`config.mk`:
```
export PLATFORM = sky130hd
export DESIGN_NAME = fis_fmul
export DESIGN_NICKNAME = d
export VERILOG_FILES = /design/src/fast_inverse_sqrt_assert.svh /design/src/fis_pkg.sv /design/src/fis_fmul.sv
export SDC_FILE = /design/constraint.sdc
export NUM_CORES = 2
export LEC_CHECK = 0
export BUFFER_PORTS_ARGS = -buffer_cell sky130_fd_sc_hd__buf_2
export CAP_MARGIN = 20
export CORE_UTILIZATION = 60
export DETAILED_ROUTE_END_ITERATION = 12
export PLACE_DENSITY = 0.77
export SLEW_MARGIN = 10
export SYNTH_ARGS = -nofsm -noshare
export SYNTH_HDL_FRONTEND = slang
export SYNTH_SLANG_ARGS = --single-unit
```
`constraint.sdc`:
```
create_clock -name clk_i -period 10.9 [get_ports clk_i]
set_clock_uncertainty 0.15 [all_clocks]
set_input_delay 1.09 -clock clk_i [delete_from_list [all_inputs] [get_ports clk_i]]
set_output_delay 1.09 -clock clk_i [all_outputs]
set_load 0.005 [all_outputs]
```
`src/fast_inverse_sqrt_assert.svh`:
```
// Assertion macros shared by the fast inverse square root RTL.
// Included by fast_inverse_sqrt, which checks its own pipeline control.
`ifndef FAST_INVERSE_SQRT_ASSERT_SVH
`define FAST_INVERSE_SQRT_ASSERT_SVH

// Same-cycle implication, disabled while reset is asserted.
`define FIS_ASSERT_IMP(lbl, clk, rstn, ante, cons, msg) \
  lbl: assert property (@(posedge clk) disable iff (!rstn) (ante) |-> (cons)) \
    else $error(msg);

// Next-cycle implication, disabled while reset is asserted.
`define FIS_ASSERT_NXT(lbl, clk, rstn, ante, cons, msg) \
  lbl: assert property (@(posedge clk) disable iff (!rstn) (ante) |=> (cons)) \
    else $error(msg);

`endif

```
`src/fis_pkg.sv`:
```
// Package for the fast inverse square root block.
// Holds binary32 constants and pipeline latencies; no dependencies.
`default_nettype none
package fis_pkg;

  localparam logic [31:0] GuessMagic  = 32'h5F3759DF;
  localparam logic [31:0] HalfBits    = 32'h3F000000;
  localparam logic [31:0] OneHalfBits = 32'h3FC00000;
  localparam logic [31:0] DefaultNan  = 32'hFFC00000;
  localparam logic [31:0] QuietBit    = 32'h00400000;
  localparam logic [7:0]  ExpMax      = 8'hFF;

  localparam int unsigned MulLat   = 3;
  localparam int unsigned SubLat   = 3;
  localparam int unsigned RoundLat = 3 * MulLat + SubLat;

endpackage
`default_nettype wire

```
`src/fis_fmul.sv`:
```
// Three-stage binary32 multiplier, round to nearest even, full IEEE special cases.
// Uses fis_pkg constants.
`default_nettype none
module fis_fmul (
  input  wire logic        clk_i,
  input  wire logic        en_i,
  input  wire logic [31:0] a_i,
  input  wire logic [31:0] b_i,
  output logic      [31:0] p_o
);

  // Stage 1: unpack, specials, mantissa product.
  logic        a_nan, b_nan, a_inf, b_inf, a_zero, b_zero, sgn;
  logic [23:0] ma, mb;
  logic [7:0]  ea, eb;
  logic        spec_d;
  logic [31:0] specv_d;

  always_comb begin
    a_nan  = (a_i[30:23] == fis_pkg::ExpMax) && (a_i[22:0] != '0);
    b_nan  = (b_i[30:23] == fis_pkg::ExpMax) && (b_i[22:0] != '0);
    a_inf  = (a_i[30:23] == fis_pkg::ExpMax) && (a_i[22:0] == '0);
    b_inf  = (b_i[30:23] == fis_pkg::ExpMax) && (b_i[22:0] == '0);
    a_zero = (a_i[30:0] == '0);
    b_zero = (b_i[30:0] == '0);
    sgn    = a_i[31] ^ b_i[31];
    ea     = (a_i[30:23] == '0) ? 8'd1 : a_i[30:23];
    eb     = (b_i[30:23] == '0) ? 8'd1 : b_i[30:23];
    ma     = {a_i[30:23] != '0, a_i[22:0]};
    mb     = {b_i[30:23] != '0, b_i[22:0]};
    spec_d  = 1'b1;
    specv_d = {sgn, fis_pkg::ExpMax, 23'b0};
    if (a_nan) begin
      specv_d = a_i | fis_pkg::QuietBit;
    end else if (b_nan) begin
      specv_d = b_i | fis_pkg::QuietBit;
    end else if ((a_inf && b_zero) || (b_inf && a_zero)) begin
      specv_d = fis_pkg::DefaultNan;
    end else if (!(a_inf || b_inf)) begin
      spec_d = 1'b0;
    end
  end

  logic [47:0] prod_q;
  logic [8:0]  esum_q;
  logic        sgn1_q, spec1_q;
  logic [31:0] specv1_q;

  always_ff @(posedge clk_i) begin
    if (en_i) begin
      prod_q   <= ma * mb;
      esum_q   <= {1'b0, ea} + {1'b0, eb};
      sgn1_q   <= sgn;
      spec1_q  <= spec_d;
      specv1_q <= specv_d;
    end
  end

  // Stage 2: leading one, shift amount and biased exponent.
  logic [5:0]         pos;
  logic signed [10:0] s_norm, s_sub, s_sel, t_full, be_full;
  logic [7:0]         t_d;

  always_comb begin
    pos = '0;
    for (int i = 0; i < 48; i++) begin
      if (prod_q[i]) pos = 6'(i);
    end
    s_norm  = $signed({5'b0, pos}) - 11'sd23;
    s_sub   = 11'sd151 - $signed({2'b0, esum_q});
    s_sel   = (s_norm > s_sub) ? s_norm : s_sub;
    t_full  = s_sel + 11'sd24;
    t_d     = (t_full > 11'sd74) ? 8'd74 : t_full[7:0];
    be_full = s_sel + $signed({2'b0, esum_q}) - 11'sd151;
  end

  logic [47:0] prod2_q;
  logic [7:0]  t_q;
  logic [8:0]  be_q;
  logic        zero_q, sgn2_q, spec2_q;
  logic [31:0] specv2_q;

  always_ff @(posedge clk_i) begin
    if (en_i) begin
      prod2_q  <= prod_q;
      t_q      <= t_d;
      be_q     <= be_full[8:0];
      zero_q   <= (prod_q == '0);
      sgn2_q   <= sgn1_q;
      spec2_q  <= spec1_q;
      specv2_q <= specv1_q;
    end
  end

  // Stage 3: align, round to nearest even, pack.
  logic [72:0] w, wr, mask;
  logic        sticky, g, up, ovf;
  logic [23:0] m;
  logic [32:0] sum;
  logic [31:0] res_d;

  always_comb begin
    w      = {prod2_q, 25'b0};
    wr     = w >> t_q;
    mask   = ~({73{1'b1}} << t_q);
    sticky = |(w & mask);
    m      = wr[24:1];
    g      = wr[0];
    up     = g & (sticky | m[0]);
    sum    = {1'b0, be_q, 23'b0} + {9'b0, m} + {32'b0, up};
    ovf    = (sum >= 33'h07F800000);
    if (spec2_q) begin
      res_d = specv2_q;
    end else if (zero_q) begin
      res_d = {sgn2_q, 31'b0};
    end else if (ovf) begin
      res_d = {sgn2_q, fis_pkg::ExpMax, 23'b0};
    end else begin
      res_d = {sgn2_q, sum[30:0]};
    end
  end

  always_ff @(posedge clk_i) begin
    if (en_i) begin
      p_o <= res_d;
    end
  end

endmodule
`default_nettype wire

```
==> impl_metrics.ini <==
[timing]
setup_ws_ns = 2.26
relSlewSlack_pct = 18.7
finalWorstPathRequiredPeriod_ns = 8.64
rsz0062_at_grt = no
period_share_pct = 79.2
tightest_slew_ns = 1.22
drv_slew = 0
finalSetupViolCount = 0
whs_ns = 0.268
max_freq_mhz = 116
fin_setup_tns_ns = 0
hold_viol_final = 0

[logic_synthesis]
synthTopCellsByArea = fa_1 (29%), edfxtp_1 (20%), ha_1 (8.0%)
postSynth.asyncResetShare_pct = 0
yosysSeqAreaShare_pct = 20.2
yosysTopAreaCell = fa_1
synthFlopType = edfxtp_1
synth_seq_cells = 223
ys_top_cells_by_count = inv_1 (554), nand2_1 (500), fa_1 (484)
synth_top_cell_area_share_pct = 29.3
yosysUniqueCellTypes = 92
syn_area_um2 = 33100
yosys_warnings = 0
avgSynthCellArea_um2 = 9.81
syn_inst = 3377
synth-edff-count = 223
synthMostInstantiatedCell = inv_1

[worst_setup_path]
critPathLaunch = b_i[9]
critPathKind = input port to flop
start_kind = input port
r2r_cells = 21
r2r_slack_ns = 3.72
endpoint = prod_q[45]
worstPathArrival_ns = 8.76
rr_endpoint = t_q[3]
critPathMaxStageDelay_ns = 0.60
reg2reg_from = prod_q[4]
cp_max_fo = 26
critPathRequiredTime_ns = 11.02
setup.worst_path.end_class = flop
critical_path.top_delay_family = adder cells
cp_common_cell = fa_1
path_depth = 27
path_buf_inv = 6
crit_path_top_delay_cell = buf_2

[flow_run]
drv_cap = 0

[clock_network]
cts_tree = yes
clk_pin_slew_ns = 0.06
cts_buffers = 24
cts.sinks = 223
hold_buffers = 0
cts_buffer_depth = 3
htreeDepth = 1
cts-root-buf = clkbuf_16
clock_latency_ns = 0.53
ctsResizeCount = 0
cts_setup_buffers = 0

[layout]
stdcell_count = 4041
fill_cells = 4314
seq_area_um2 = 6700
area.growth.synth_to_final_pct = 4.06
fin_nets = 4085
drive_gt1_share_pct = 7.97
multi_input_area_um2 = 23400

[die]
die_w_um = 237
die_y_um = 237
coreArea_um2 = 54100
initial_core_util_pct = 61.2
num_io_pins = 98
die-area_um2 = 56100
rows = 85

[global_route]
grt_overflow_total = 0
grt_pass1_wl_mm = 156
track_usage_pct = 36.7
first_global_vias = 26900
grt_max_degree = 142
antenna_found_initial = 11

[route]
viasPerCell = 6.36
dr.pass1.iters = 6
drc = 0
ant_nets = 0
routedWlPerCell_um = 24.9
totalWireLength_mm = 101
drt-initial-drc-count = 2290
vias = 25700

[place]
dp_hpwl_mm = 74.0
gp_congestion = 0.975
io_buffers = 97
place_ws_ns = 1.81
place_inst = 3991

[outcome]
outcome = finished, final reports clean

[worst_hold_path]
worstHoldPathType = flop to flop
[per-layer routing]
metal	share of wire, %	GRT usage [%]
met5	0.019	0
met2	48	61.0
met1	37	47.2
met4	5.5	18.3
met3	9.4	5.25
[how the worst min path moves through the flow]
| stage | start | end | cells past startpoint |
|---|---|---|---|
| 2_1_floorplan | sgn1_q | sgn2_q | 0 |
| 3_3_place_gp | sgn1_q | sgn2_q | 0 |
| 3_5_place_dp | specv1_q[19] | specv2_q[19] | 0 |
| 4_1_cts | specv1_q[19] | specv2_q[19] | 0 |
| 5_1_grt | specv1_q[3] | specv2_q[3] | 0 |
| 6_report | specv1_q[17] | specv2_q[17] | 0 |
[per-stage QoR]
| step | instance area (µm²) | utilization [%] |
|---|---|---|
| detailed placement | 33700 | 62.3 |
| floorplan | 33100 | - |
| global route | 34400 | 63.6 |
| finish | 34500 | 63.6 |
| CTS | 34400 | 63.6 |
| global placement | 33700 | 62.3 |
[cell type report]
cell class                 instances  share of cell area (%)
antenna                            8                  0.0581
multi-input combinational       2398                    68.0
inverter                         556                    6.06
clock buffer                      26                    1.76
tap                              696                    2.53
sequential                       223                    19.4
clock inverter                    15                   0.261
timing repair buffer             119                    1.90
[cells in the final DEF, fill, tap and decap left out, types with 13 or more instances in the layout]
master / count
fa_1: 484
a211oi_1: 15
nor3_1: 26
inv_1: 553
nand2b_1: 15
nand2_1: 500
and2_1: 209
nor2_1: 104
o21bai_1: 13
buf_4: 20
nor2b_1: 14
a21oi_1: 103
mux2i_1: 33
a22o_1: 33
buf_2: 97
a21o_1: 41
clkbuf_16: 24
o21ai_0: 93
mux4_2: 48
a21boi_0: 16
mux2_2: 41
xor2_1: 27
xnor2_1: 62
nand3_1: 37
ha_1: 213
a22oi_1: 14
edfxtp_1: 223
mux4_1: 18
nor4_1: 33
nand4_1: 17
[cells by family after synthesis]
kind of cell / after synthesis / share of synthesized area (%)
multiplexers: 142 / 7.18
other: 1 / 0.0113
adder cells (fa/ha/maj): 698 / 37.3
AND/OR/NAND/NOR: 1007 / 14.5
buffers and inverters: 763 / 9.10
AO/OA/AOI/OAI: 454 / 9.31
XOR/XNOR: 89 / 2.35
flip-flops: 223 / 20.2
[sequential cells by signal, summed over array words and instances, names as in the netlist]
register	count
prod2_q	48
specv1_q	32
sgn1_q	1
prod_q	48
zero_q	1
spec1_q	1
sgn2_q	1
esum_q	9
specv2_q	32
be_q	9
p_o	32
t_q	8
spec2_q	1
Power is not shown: default switching activity piles up to over one toggle a cycle in this logic, so the estimate is an artifact.
